<file path="src/rtl/tdt_pkg.sv">
package tdt_pkg;

  // field widths
  localparam int MOM_W   = 16;
  localparam int MASS_W  = 16;
  localparam int TIME_W  = 20;
  localparam int LEN_W   = 16;
  localparam int DT_W    = 24;

  // serial unit widths
  localparam int RAD_W   = 50;  // sqrt radicand, padded to an even width
  localparam int ROOT_W  = 25;
  localparam int MA_W    = 33;  // path * tof numerator constant
  localparam int PROD_W  = MA_W + ROOT_W;
  localparam int DIVD_W  = 59;
  localparam int DIVS_W  = 44;
  localparam int QUO_W   = 32;
  localparam int SUM_W   = 35;

  // 1/c scaling: L/c in 1/256 ns = L * C_NUM_VTX / C_DEN
  localparam logic [27:0] C_DEN      = 28'd149896229;
  localparam logic [26:0] C_HALF_DEN = 27'd74948114;
  localparam logic [24:0] C_NUM_VTX  = 25'd20000000;
  localparam logic [16:0] C_NUM_TOF  = 17'd78125;

  localparam logic [15:0] HEAVY_MASS_RST = 16'd3843;
  localparam logic [15:0] LIGHT_MASS_RST = 16'd572;

  localparam logic signed [SUM_W-1:0] DT_MAX = 35'sd8388607;
  localparam logic signed [SUM_W-1:0] DT_MIN = -35'sd8388608;

  localparam logic [1:0] REG_HEAVY_MASS = 2'd0;
  localparam logic [1:0] REG_LIGHT_MASS = 2'd1;

  localparam logic [1:0] CHG_POS = 2'b01;
  localparam logic [1:0] CHG_NEG = 2'b11;

  typedef enum logic [2:0] {
    S_IDLE,
    S_VTX,
    S_PICK,
    S_SQRT,
    S_MUL,
    S_DIV,
    S_FINISH
  } state_t;

endpackage

</file>
<file path="src/rtl/tof_delta_t_particle_id.sv">
// a hit that opens an event first runs the vertex divide; each valid hypothesis then runs
//   sqrt, multiply and divide in turn; finishing stalls only while the last result waits for out_ready
// one particle at a time: in_ready is high only when idle; a finished result waits in the
//   output register while the next particle is accepted
// rate set by the bit-serial sqrt, shift-add multiply and divide units
// reset: synchronous active-high rst clears control, vertex time to 0, masses to defaults
module tof_delta_t_particle_id
  import tdt_pkg::*;
(
  input  logic                    clk,
  input  logic                    rst,
  // particle input
  input  logic                    in_valid,
  output logic                    in_ready,
  input  logic                    first_in_event,
  input  logic [MOM_W-1:0]        momentum,
  input  logic signed [1:0]       charge,
  input  logic [TIME_W-1:0]       hit_time,
  input  logic [LEN_W-1:0]        path_length,
  // result output
  output logic                    out_valid,
  input  logic                    out_ready,
  output logic signed [DT_W-1:0]  dt_heavy,
  output logic signed [DT_W-1:0]  dt_light,
  output logic                    heavy_valid,
  output logic                    light_valid,
  // configuration writes
  input  logic                    cfg_valid,
  output logic                    cfg_ready,
  input  logic [1:0]              cfg_index,
  input  logic [MASS_W-1:0]       cfg_data
);

  state_t state, state_next;

  // configuration
  logic [MASS_W-1:0] heavy_mass;
  logic [MASS_W-1:0] light_mass;

  // captured particle
  logic [MOM_W-1:0]  p_r;
  logic [TIME_W-1:0] t_r;
  logic [LEN_W-1:0]  len_r;
  logic              hv_r, lv_r;
  logic              pend_h, pend_l;
  logic              cur_light;

  logic signed [DT_W-1:0] vtx_origin;
  logic signed [DT_W-1:0] dth, dtl;

  // serial unit hookup
  logic              sqrt_start, sqrt_done;
  logic              mul_start, mul_done;
  logic              div_start, div_done;
  logic [ROOT_W-1:0] root;
  logic [PROD_W-1:0] prod;
  logic [QUO_W-1:0]  quo;
  logic [DIVD_W-1:0] div_dividend;
  logic [DIVS_W-1:0] div_divisor;

  // derived operands
  logic              in_xfer;
  logic              chg_pos, chg_any;
  logic [MASS_W-1:0] mass_sel;
  logic [32:0]       sq_sum;
  logic [RAD_W-1:0]  radicand;
  logic [MA_W-1:0]   mul_a;
  logic [DIVS_W-1:0] den;
  logic [DIVD_W-1:0] vtx_dividend;
  logic signed [SUM_W-1:0] dt_sum;
  logic signed [DT_W-1:0]  dt_sat;

  assign cfg_ready = 1'b1;
  assign in_xfer   = in_valid && in_ready;
  assign chg_pos   = (charge == CHG_POS);
  assign chg_any   = (charge == CHG_POS) || (charge == CHG_NEG);

  // config registers; an index beyond the list is dropped
  always_ff @(posedge clk) begin
    if (rst) begin
      heavy_mass <= HEAVY_MASS_RST;
      light_mass <= LIGHT_MASS_RST;
    end else if (cfg_valid && cfg_ready) begin
      if (cfg_index == REG_HEAVY_MASS) heavy_mass <= cfg_data;
      if (cfg_index == REG_LIGHT_MASS) light_mass <= cfg_data;
    end
  end

  always_comb begin
    // heavy hypothesis runs first when both are pending
    mass_sel     = pend_h ? heavy_mass : light_mass;
    sq_sum       = 33'(32'(p_r) * 32'(p_r)) + 33'(32'(mass_sel) * 32'(mass_sel));
    radicand     = {1'b0, sq_sum, 16'b0};
    mul_a        = MA_W'(MA_W'(len_r) * MA_W'(C_NUM_TOF));
    den          = DIVS_W'(DIVS_W'(p_r) * DIVS_W'(C_DEN));
    vtx_dividend = DIVD_W'(DIVD_W'(path_length) * DIVD_W'(C_NUM_VTX))
                   + DIVD_W'(C_HALF_DEN);
    // delta-t = vertex - t + tof, then clamp to 24 bits
    dt_sum = SUM_W'(vtx_origin) - $signed({15'b0, t_r}) + $signed({3'b0, quo});
    if (dt_sum > DT_MAX)      dt_sat = DT_W'(DT_MAX);
    else if (dt_sum < DT_MIN) dt_sat = DT_W'(DT_MIN);
    else                      dt_sat = DT_W'(dt_sum);
  end

  always_ff @(posedge clk) begin
    if (rst) state <= S_IDLE;
    else     state <= state_next;
  end

  always_comb begin
    state_next   = state;
    in_ready     = (state == S_IDLE);
    sqrt_start   = 1'b0;
    mul_start    = 1'b0;
    div_start    = 1'b0;
    div_dividend = {1'b0, prod} + DIVD_W'(den[DIVS_W-1:1]);
    div_divisor  = den;
    unique case (state)
      S_IDLE: begin
        if (in_valid) begin
          if (first_in_event) begin
            // vertex flight time assumes speed c
            div_start    = 1'b1;
            div_dividend = vtx_dividend;
            div_divisor  = DIVS_W'(C_DEN);
            state_next   = S_VTX;
          end else begin
            state_next = S_PICK;
          end
        end
      end
      S_VTX: begin
        if (div_done) state_next = S_PICK;
      end
      S_PICK: begin
        if (pend_h || pend_l) begin
          sqrt_start = 1'b1;
          state_next = S_SQRT;
        end else begin
          state_next = S_FINISH;
        end
      end
      S_SQRT: begin
        if (sqrt_done) begin
          mul_start  = 1'b1;
          state_next = S_MUL;
        end
      end
      S_MUL: begin
        if (mul_done) begin
          // rounding: add half the divisor
          div_start  = 1'b1;
          state_next = S_DIV;
        end
      end
      S_DIV: begin
        if (div_done) state_next = S_PICK;
      end
      S_FINISH: begin
        if (!out_valid || out_ready) state_next = S_IDLE;
      end
      default: state_next = S_IDLE;
    endcase
  end

  // particle capture, vertex and per-hypothesis results
  always_ff @(posedge clk) begin
    if (rst) begin
      vtx_origin <= '0;
      pend_h     <= 1'b0;
      pend_l     <= 1'b0;
    end else begin
      if (in_xfer) begin
        pend_h <= (momentum != '0) && chg_pos;
        pend_l <= (momentum != '0) && chg_any;
      end else if (sqrt_start) begin
        if (pend_h) pend_h <= 1'b0;
        else        pend_l <= 1'b0;
      end
      if (state == S_VTX && div_done)
        vtx_origin <= $signed({4'b0, t_r}) - $signed(quo[DT_W-1:0]);
    end
  end

  always_ff @(posedge clk) begin
    if (in_xfer) begin
      p_r   <= momentum;
      t_r   <= hit_time;
      len_r <= path_length;
      hv_r  <= (momentum != '0) && chg_pos;
      lv_r  <= (momentum != '0) && chg_any;
      dth   <= '0;
      dtl   <= '0;
    end else begin
      if (sqrt_start) cur_light <= !pend_h;
      if (state == S_DIV && div_done) begin
        if (cur_light) dtl <= dt_sat;
        else           dth <= dt_sat;
      end
    end
  end

  // output register: new result loads once the previous one is taken
  always_ff @(posedge clk) begin
    if (rst) begin
      out_valid <= 1'b0;
    end else if (state == S_FINISH && (!out_valid || out_ready)) begin
      out_valid <= 1'b1;
    end else if (out_ready) begin
      out_valid <= 1'b0;
    end
  end

  always_ff @(posedge clk) begin
    if (state == S_FINISH && (!out_valid || out_ready)) begin
      dt_heavy    <= dth;
      dt_light    <= dtl;
      heavy_valid <= hv_r;
      light_valid <= lv_r;
    end
  end

  tdt_isqrt u_isqrt (
    .clk      (clk),
    .rst      (rst),
    .start    (sqrt_start),
    .radicand (radicand),
    .root     (root),
    .done     (sqrt_done)
  );

  tdt_mul u_mul (
    .clk   (clk),
    .rst   (rst),
    .start (mul_start),
    .a     (mul_a),
    .b     (root),
    .prod  (prod),
    .done  (mul_done)
  );

  tdt_div u_div (
    .clk      (clk),
    .rst      (rst),
    .start    (div_start),
    .dividend (div_dividend),
    .divisor  (div_divisor),
    .quotient (quo),
    .done     (div_done)
  );

`ifndef NO_ASSERTIONS
  a_heavy_implies_light: assert property (@(posedge clk) disable iff (rst)
    out_valid && heavy_valid |-> light_valid)
    else $error("heavy result without light result");

  a_heavy_zero: assert property (@(posedge clk) disable iff (rst)
    out_valid && !heavy_valid |-> dt_heavy == '0)
    else $error("dt_heavy nonzero for invalid hypothesis");

  a_light_zero: assert property (@(posedge clk) disable iff (rst)
    out_valid && !light_valid |-> dt_light == '0)
    else $error("dt_light nonzero for invalid hypothesis");

  a_accept_leaves_idle: assert property (@(posedge clk) disable iff (rst)
    in_valid && in_ready |=> state != S_IDLE)
    else $error("input transfer did not start work");

  a_one_unit: assert property (@(posedge clk) disable iff (rst)
    $onehot0({sqrt_start, mul_start, div_start}))
    else $error("two serial units started together");
`endif

endmodule

</file>
<file path="src/rtl/tdt_isqrt.sv">
module tdt_isqrt
  import tdt_pkg::*;
(
  input  logic              clk,
  input  logic              rst,
  input  logic              start,
  input  logic [RAD_W-1:0]  radicand,
  output logic [ROOT_W-1:0] root,
  output logic              done
);

  logic [RAD_W-1:0]  rad;
  logic [ROOT_W+1:0] rem;
  logic [4:0]        cnt;
  logic              busy;

  logic [ROOT_W+3:0] r4;
  logic [ROOT_W+3:0] trial;
  logic              take;

  // two radicand bits per cycle
  always_comb begin
    r4    = {rem, rad[RAD_W-1 -: 2]};
    trial = {2'b00, root, 2'b01};
    take  = (r4 >= trial);
  end

  always_ff @(posedge clk) begin
    if (rst) begin
      busy <= 1'b0;
      done <= 1'b0;
      cnt  <= '0;
    end else begin
      done <= 1'b0;
      if (start) begin
        busy <= 1'b1;
        cnt  <= '0;
      end else if (busy) begin
        cnt <= cnt + 5'd1;
        if (cnt == 5'(ROOT_W - 1)) begin
          busy <= 1'b0;
          done <= 1'b1;
        end
      end
    end
  end

  always_ff @(posedge clk) begin
    if (start) begin
      rad  <= radicand;
      rem  <= '0;
      root <= '0;
    end else if (busy) begin
      rad  <= {rad[RAD_W-3:0], 2'b00};
      root <= {root[ROOT_W-2:0], take};
      if (take) rem <= (ROOT_W+2)'(r4 - trial);
      else      rem <= (ROOT_W+2)'(r4);
    end
  end

endmodule

</file>
<file path="src/rtl/tdt_mul.sv">
module tdt_mul
  import tdt_pkg::*;
(
  input  logic              clk,
  input  logic              rst,
  input  logic              start,
  input  logic [MA_W-1:0]   a,
  input  logic [ROOT_W-1:0] b,
  output logic [PROD_W-1:0] prod,
  output logic              done
);

  logic [MA_W-1:0] a_r;
  logic [4:0]      cnt;
  logic            busy;
  logic [MA_W:0]   sum;

  // shift-add, one multiplier bit per cycle, lsb first
  always_comb begin
    sum = {1'b0, prod[PROD_W-1:ROOT_W]};
    if (prod[0]) sum = sum + {1'b0, a_r};
  end

  always_ff @(posedge clk) begin
    if (rst) begin
      busy <= 1'b0;
      done <= 1'b0;
      cnt  <= '0;
    end else begin
      done <= 1'b0;
      if (start) begin
        busy <= 1'b1;
        cnt  <= '0;
      end else if (busy) begin
        cnt <= cnt + 5'd1;
        if (cnt == 5'(ROOT_W - 1)) begin
          busy <= 1'b0;
          done <= 1'b1;
        end
      end
    end
  end

  always_ff @(posedge clk) begin
    if (start) begin
      a_r  <= a;
      prod <= {{MA_W{1'b0}}, b};
    end else if (busy) begin
      prod <= {sum, prod[ROOT_W-1:1]};
    end
  end

endmodule

</file>
<file path="src/rtl/tdt_div.sv">
module tdt_div
  import tdt_pkg::*;
(
  input  logic              clk,
  input  logic              rst,
  input  logic              start,
  input  logic [DIVD_W-1:0] dividend,
  input  logic [DIVS_W-1:0] divisor,
  output logic [QUO_W-1:0]  quotient,
  output logic              done
);

  logic [DIVS_W-1:0] dvs;
  logic [DIVS_W-1:0] rem;
  logic [4:0]        cnt;
  logic              busy;
  logic [DIVS_W:0]   r2;
  logic              take;

  // quotient fits 32 bits, so the upper dividend bits start as the remainder
  always_comb begin
    r2   = {rem, quotient[QUO_W-1]};
    take = (r2 >= {1'b0, dvs});
  end

  always_ff @(posedge clk) begin
    if (rst) begin
      busy <= 1'b0;
      done <= 1'b0;
      cnt  <= '0;
    end else begin
      done <= 1'b0;
      if (start) begin
        busy <= 1'b1;
        cnt  <= '0;
      end else if (busy) begin
        cnt <= cnt + 5'd1;
        if (cnt == 5'(QUO_W - 1)) begin
          busy <= 1'b0;
          done <= 1'b1;
        end
      end
    end
  end

  // quotient register doubles as the dividend shift line
  always_ff @(posedge clk) begin
    if (start) begin
      dvs      <= divisor;
      rem      <= DIVS_W'(dividend[DIVD_W-1:QUO_W]);
      quotient <= dividend[QUO_W-1:0];
    end else if (busy) begin
      quotient <= {quotient[QUO_W-2:0], take};
      if (take) rem <= DIVS_W'(r2 - {1'b0, dvs});
      else      rem <= DIVS_W'(r2);
    end
  end

endmodule
</file>
<file path="config.mk">
export PLATFORM = sky130hd
export DESIGN_NAME = tof_delta_t_particle_id
export DESIGN_NICKNAME = d
export VERILOG_FILES = /design/src/rtl/tdt_pkg.sv /design/src/rtl/tof_delta_t_particle_id.sv /design/src/rtl/tdt_isqrt.sv /design/src/rtl/tdt_mul.sv /design/src/rtl/tdt_div.sv
export SDC_FILE = /design/constraint.sdc
export NUM_CORES = 2
export LEC_CHECK = 0
export BUFFER_PORTS_ARGS = -buffer_cell sky130_fd_sc_hd__buf_2
export CAP_MARGIN = 10
export CORE_MARGIN = 8
export CORE_UTILIZATION = 45
export DETAILED_ROUTE_END_ITERATION = 6
export SLEW_MARGIN = 20
export SYNTH_ARGS = -nofsm -noshare
export SYNTH_HDL_FRONTEND = slang
export SYNTH_SLANG_ARGS = --single-unit
</file>
<file path="constraint.sdc">
create_clock -name clk -period 9.5 [get_ports clk]
set_input_delay 0 -clock clk [delete_from_list [all_inputs] [get_ports clk]]
set_output_delay 0 -clock clk [all_outputs]
set_load 0.01 [all_outputs]
</file>
---- After elaboration in Yosys (flattened, before gate mapping) ----
Cells that the tools add are included.
storage, ports and cells
  input port bits ......................... 78
  word-level logic and storage cells ...... 171
  register bits ........................... 533
operators by class
  multiply operators ...................... 5
  equality and inequality tests ........... 18
  order comparisons ....................... 4
  reductions and logical operators ........ 33
  add/sub/neg operators ................... 12
  multiplexer cells ....................... 55
  bitwise operators ....................... 5
operator list
  kind                      count
  $mux W59                  3
  $mux W44                  4
  $mux W49                  2
  $mux W27                  3
  $mul A16 B17 Y33 const B  2
  $mul A16 B16 Y32          2
  $mux W32                  2
  $add A58 B43 Y59          1
  $mux W25                  2
  $mux W24                  2
  $ge A45 B44 Y1            1
  $mul A16 B28 Y44 const B  1
  $sub A44 B44 Y44          1
  $add A41 B27 Y42 const B  1
  $add A25 B33 Y34          1
  $add A33 B33 Y34          1
  $gt A34 B24 Y1 const B    1
  $lt A34 B24 Y1 const B    1
  $mux W34                  1
  $add A32 B32 Y33          1
  $ge A29 B27 Y1            1
  $sub A27 B27 Y27          1
  $mux W1                   26
  $sub A24 B21 Y25          1
  other kinds (27)          70

---- Logic depth before layout (Yosys ltp) ----
  depth in word-level cells ............... 6
  gate-level depth with buffers ........... 37

---- Modules after synthesis ----
A second synthesis with hierarchy kept.
second synthesis, totals
  cells, all modules ...................... 6984
  area total of the unflattened synthesis .. 65999.5 µm²
modules (own cells, without submodules)
  module                   area an instance (µm²)  cells each  seq. area each (µm²)  times used
  tof_delta_t_particle_id  46166.8                 5062        5355.1                1
  tdt_div                  8071.5                  769         3573.4                1
  tdt_isqrt                6034.5                  587         2682.6                1
  tdt_mul                  5726.7                  566         2542.4                1

---- Worst setup path after synthesis ----
Ideal clock, no wire load.
  path type ............................... reg-to-reg
  start ................................... register pend_h
  end ..................................... register u_isqrt.rad[48] (data pin)
  path slack .............................. 0.775 ns
  data arrival time ....................... 8.458 ns
  required time ........................... 9.234 ns
  path buffers ............................ 4
  cell stages (with the launch flop) ...... 31
  cells stage by stage .................... dfxtp_1 > clkbuf_1 > clkbuf_1 > buf_1 > mux2i_1 > clkbuf_1 > nor2_1 > fa_1 > fa_1 > inv_1 > fa_1 > inv_1 > fa_1 > inv_1 > fa_1 > fa_1 > inv_1 > fa_1 > fa_1 > ha_1 > a21oi_1 > nor3b_1 > o21ai_0 > a311oi_1 > o221ai_1 > a21oi_1 > o21ai_0 > nand2b_1 > a31oi_1 > xnor2_1 > o21ai_0
on the way
  cells in the longest elaborated chain, start to end .. 4
  elaborated cells on any way between the ends .. 7
  classes of those cells .................. add/sub (1); mul (1); mux (4); reduce/logical (1)
RTL lines
  item                                            RTL line                                                       RTL
  from (decl)                                     tof_delta_t_particle_id.sv:45                                  logic pend_h, pend_l;
  from (signal assigned)                          tof_delta_t_particle_id.sv:174                                 pend_h <= (momentum != '0) && chg_pos;
  $mux W16 or $logic_or A1 B1 Y1 (tied branches)  tof_delta_t_particle_id.sv:91, tof_delta_t_particle_id.sv:136
  $mul A16 B16 Y32 or $mux W1 (tied branches)     tof_delta_t_particle_id.sv:92, tof_delta_t_particle_id.sv:136
  $add A32 B32 Y33 or $mux W1 (tied branches)     tof_delta_t_particle_id.sv:92, tof_delta_t_particle_id.sv:118
  $mux W49 (*)                                    tdt_isqrt.sv:49                                                if (start) begin
  to (signal assigned)                            tdt_isqrt.sv:50                                                rad <= radicand;
  to (signal assigned)                            tdt_isqrt.sv:54                                                rad <= {rad[RAD_W-3:0], 2'b00};
  to (decl)                                       tdt_isqrt.sv:12                                                logic [RAD_W-1:0] rad;
Mark *: on every way between the ends. The rest lies on a longest branch, timed or not.
A chain may end at the register's enable or synchronous reset.

---- Worst setup path after layout ----
  start ................................... register pend_h
  end ..................................... register u_isqrt.rad[47] (data pin)
The elaborated chain is that of the path after synthesis.

==> results.py <==
metrics = {
    "run_status": {
        "outcome": "finished clean",
    },
    "setup_path": {
        "rr_startpoint": "pend_h",
        "crit_start": "pend_h",
        "startpoint_type": "flip-flop",
        "crit_required_ps": 9910,
        "endpoint_kind": "flip-flop",
        "crit_fanout": 12,
        "critical_path_class": "flip-flop to flip-flop",
        "cp.arrival_ps": 9500,
    },
    "final_layout": {
        "final_common_cell": "inv_1",
        "drive_gt1_share_pct": 5.88,
        "fin_nets": 8470,
        "final_cell_area_mm2": 0.0686,
        "syn2layout_area_growth_pct": 9.24,
        "fill_cells": 13100,
        "final_cell_mix": "1222 x inv_1, 880 x ha_1, 680 x fa_1",
    },
    "drt": {
        "vias_per_cell": 5.35,
        "met3WireLength_mm": 8.16,
        "dr.max_layer_used": "met5",
        "wl_met2_mm": 78.9,
        "finalWirelength_mm": 170,
        "drt-wirelength-per-cell_um": 19.4,
        "ant_nets": 0,
        "drt-met1-wl_mm": 78.8,
        "vias": 46900,
        "drt_iter0_markers": 3104,
        "drc": 0,
        "firstDrtPassIters": 7,
    },
    "job": {
        "max_cap_viol_count": 0,
    },
    "clock_network": {
        "cts_inserted_buffers": 66,
        "clk_latency_ps": 680,
        "cts.htree.levels": 3,
        "clockBufferDepth": 3,
        "cts_tree": "yes",
        "cts.clk_slew.worst_paths_ps": 70,
        "cts_sinks": 533,
        "cts_root_buf": "clkbuf_16",
    },
    "synthesis": {
        "synth_fp_nets": 8298,
        "synth_edf_count": 299,
        "synth_warnings": 0,
        "ys_seq_area_share_pct": 21.7,
        "synth-main-ff-cell": "edfxtp_1",
        "async_flop_share_pct": 0,
        "ys_types": 97,
        "syn_inst": 6660,
        "syn_area_per_cell_um2": 9.43,
        "netlist_area_mm2": 0.0628,
        "ys_seq_elements": 533,
    },
    "placed_design": {
        "place_area_mm2": 0.0656,
        "place.gp.congestion": 0.918,
        "hpwl_mm": 140,
        "io_buffers": 129,
    },
    "global_route": {
        "grt_pass1_wl_mm": 270,
        "antenna_found_initial": 3,
        "track_usage_pct": 22.3,
        "grt_max_degree": 88,
        "gr-total-overflow": 0,
        "grt_pass1_vias": 47400,
    },
    "min_path": {
        "hp-start": "hit_time[6]",
        "min_path_type": "input port to flip-flop",
    },
    "sta": {
        "fin_skew_ps": 33.0,
        "drv_slew": 0,
        "setup_tns_ps": 0,
        "relSlewSlack_pct": 30.1,
        "hold_viol": 0,
        "post-route-period-util_pct": 95.7,
        "worst-slew-pin-transition_ps": 1040,
        "grt_setup_unrepaired": "no",
        "max_freq_ghz": 0.110,
        "setup_viol": 0,
        "final.min_clock_period_ps": 9100,
    },
    "floorplan": {
        "core_mm2": 0.139,
        "io_pins": 131,
        "dieArea_mm2": 0.152,
        "die_x_um": 390,
        "start_util_pct": 45.2,
        "rows": 137,
        "die_y_um": 390,
    },
}
per-layer routing:
metal / up-vias / track usage, %
met5: - / 0
met4: 2 / 5.60
li1: 22700 / -
met3: 211 / 2.97
met1: 22900 / 31.1
met2: 1106 / 36.7
metrics by stage:
stage               setup WS (ps)  cells  utilization [%]  hold WS, ps
floorplan                     775   6660                -         98.9
CTS                           470   8762             49.3         5.18
finish                        405   8764             49.4         52.4
detailed placement            525   8551             47.2          179
global placement              548   8551             47.2          179
global route                 6.25   8762             49.4         16.4
what timing repair did:
action,4_1_cts,5_1_grt
hold buffers,89,0
hold endpoints to repair,98,0
endpoints found under the setup margin,0,12
resized for setup,0,3
buffers inserted,0,0
Yosys cell counts (47+ instances only):
cell type / number / share of area (%)
a211oi_1: 75 / 0.90
a21o_1: 151 / 1.8
a21oi_1: 374 / 3.0
a31oi_1: 47 / 0.47
and2_1: 58 / 0.58
clkbuf_1: 155 / 0.93
dfxtp_1: 234 / 7.5
edfxtp_1: 299 / 14
fa_1: 680 / 22
ha_1: 880 / 18
inv_1: 1224 / 7.3
mux2i_1: 107 / 1.7
nand2_1: 440 / 2.6
nand2b_1: 54 / 0.54
nand3_1: 87 / 0.69
nor2_1: 422 / 2.5
nor2b_1: 54 / 0.54
nor3_1: 89 / 0.71
o21a_1: 57 / 0.68
o21ai_0: 243 / 1.9
xnor2_1: 202 / 2.8
xor2_1: 121 / 1.7
state kept, by name (all words and copies together), names as in the netlist, 3 cells and up:
signal	cells
dt_heavy	24
u_isqrt.rad	34
t_r	20
light_mass	16
u_isqrt.rem	27
state	3
u_div.quotient	32
u_div.rem	44
u_isqrt.cnt	5
vtx_origin	24
dt_light	24
dtl	24
heavy_mass	16
u_mul.a_r	33
u_mul.cnt	5
u_div.dvs	44
u_isqrt.root	25
dth	24
p_r	16
u_mul.prod	58
len_r	16
u_div.cnt	5
final cells by class:
type                            count  area [um2]  share of cell area (%)
Clock buffer                       94        1870                    2.73
Clock inverter                     28         270                   0.394
Antenna cell                        2        5.00                 0.00729
Tap cell                         1876        2350                    3.42
Timing Repair Buffer              285        2040                    2.97
Multi-Input combinational cell   4714       43800                    63.8
Inverter                         1232        4630                    6.74
Sequential cell                   533       13700                    19.9
logic make-up (layout without fill, tap and decap cells):
| family | after synthesis | count (layout) | synth area share (%) |
|---|---|---|---|
| fa+ha+maj | 1560 | 1560 | 39.2 |
| simple gates | 1422 | 1422 | 10.6 |
| other cells | 1 | 3 | 0.00597 |
| flops | 533 | 533 | 21.7 |
| xor+xnor | 324 | 324 | 4.53 |
| compound gates | 1286 | 1286 | 13.4 |
| mux | 121 | 121 | 1.96 |
| buf+inv | 1413 | 1639 | 8.65 |
worst paths after layout:
path	to	slack (ps)	cells after the start
setup / recovery	u_isqrt.rad[47]	400	26
hold / removal	t_r[6]	50	2
setup reg to reg	u_isqrt.rad[47]	400	26
hold reg to reg	dt_light[20]	430	0
critical path, cell delays in order (launching register included):
cell and delay [ps]:
dfxtp_1 710, mux2_2 510, inv_2 250, nor2_1 110, fa_1 570, fa_1 550, inv_1 50, fa_1 510
inv_1 60, fa_1 480, inv_1 60, fa_1 520, fa_1 560, inv_1 60, fa_1 500, fa_1 490
ha_1 400, nand3_1 130, o311ai_0 870, nand2_1 230, o2111ai_1 370, a31oi_1 180, nor2b_1 130, o21ai_0 100
a21boi_0 240, xnor2_1 140, o21ai_0 80
Power is not shown: default switching activity piles up to over one toggle a cycle in this logic, so the estimate is an artifact.
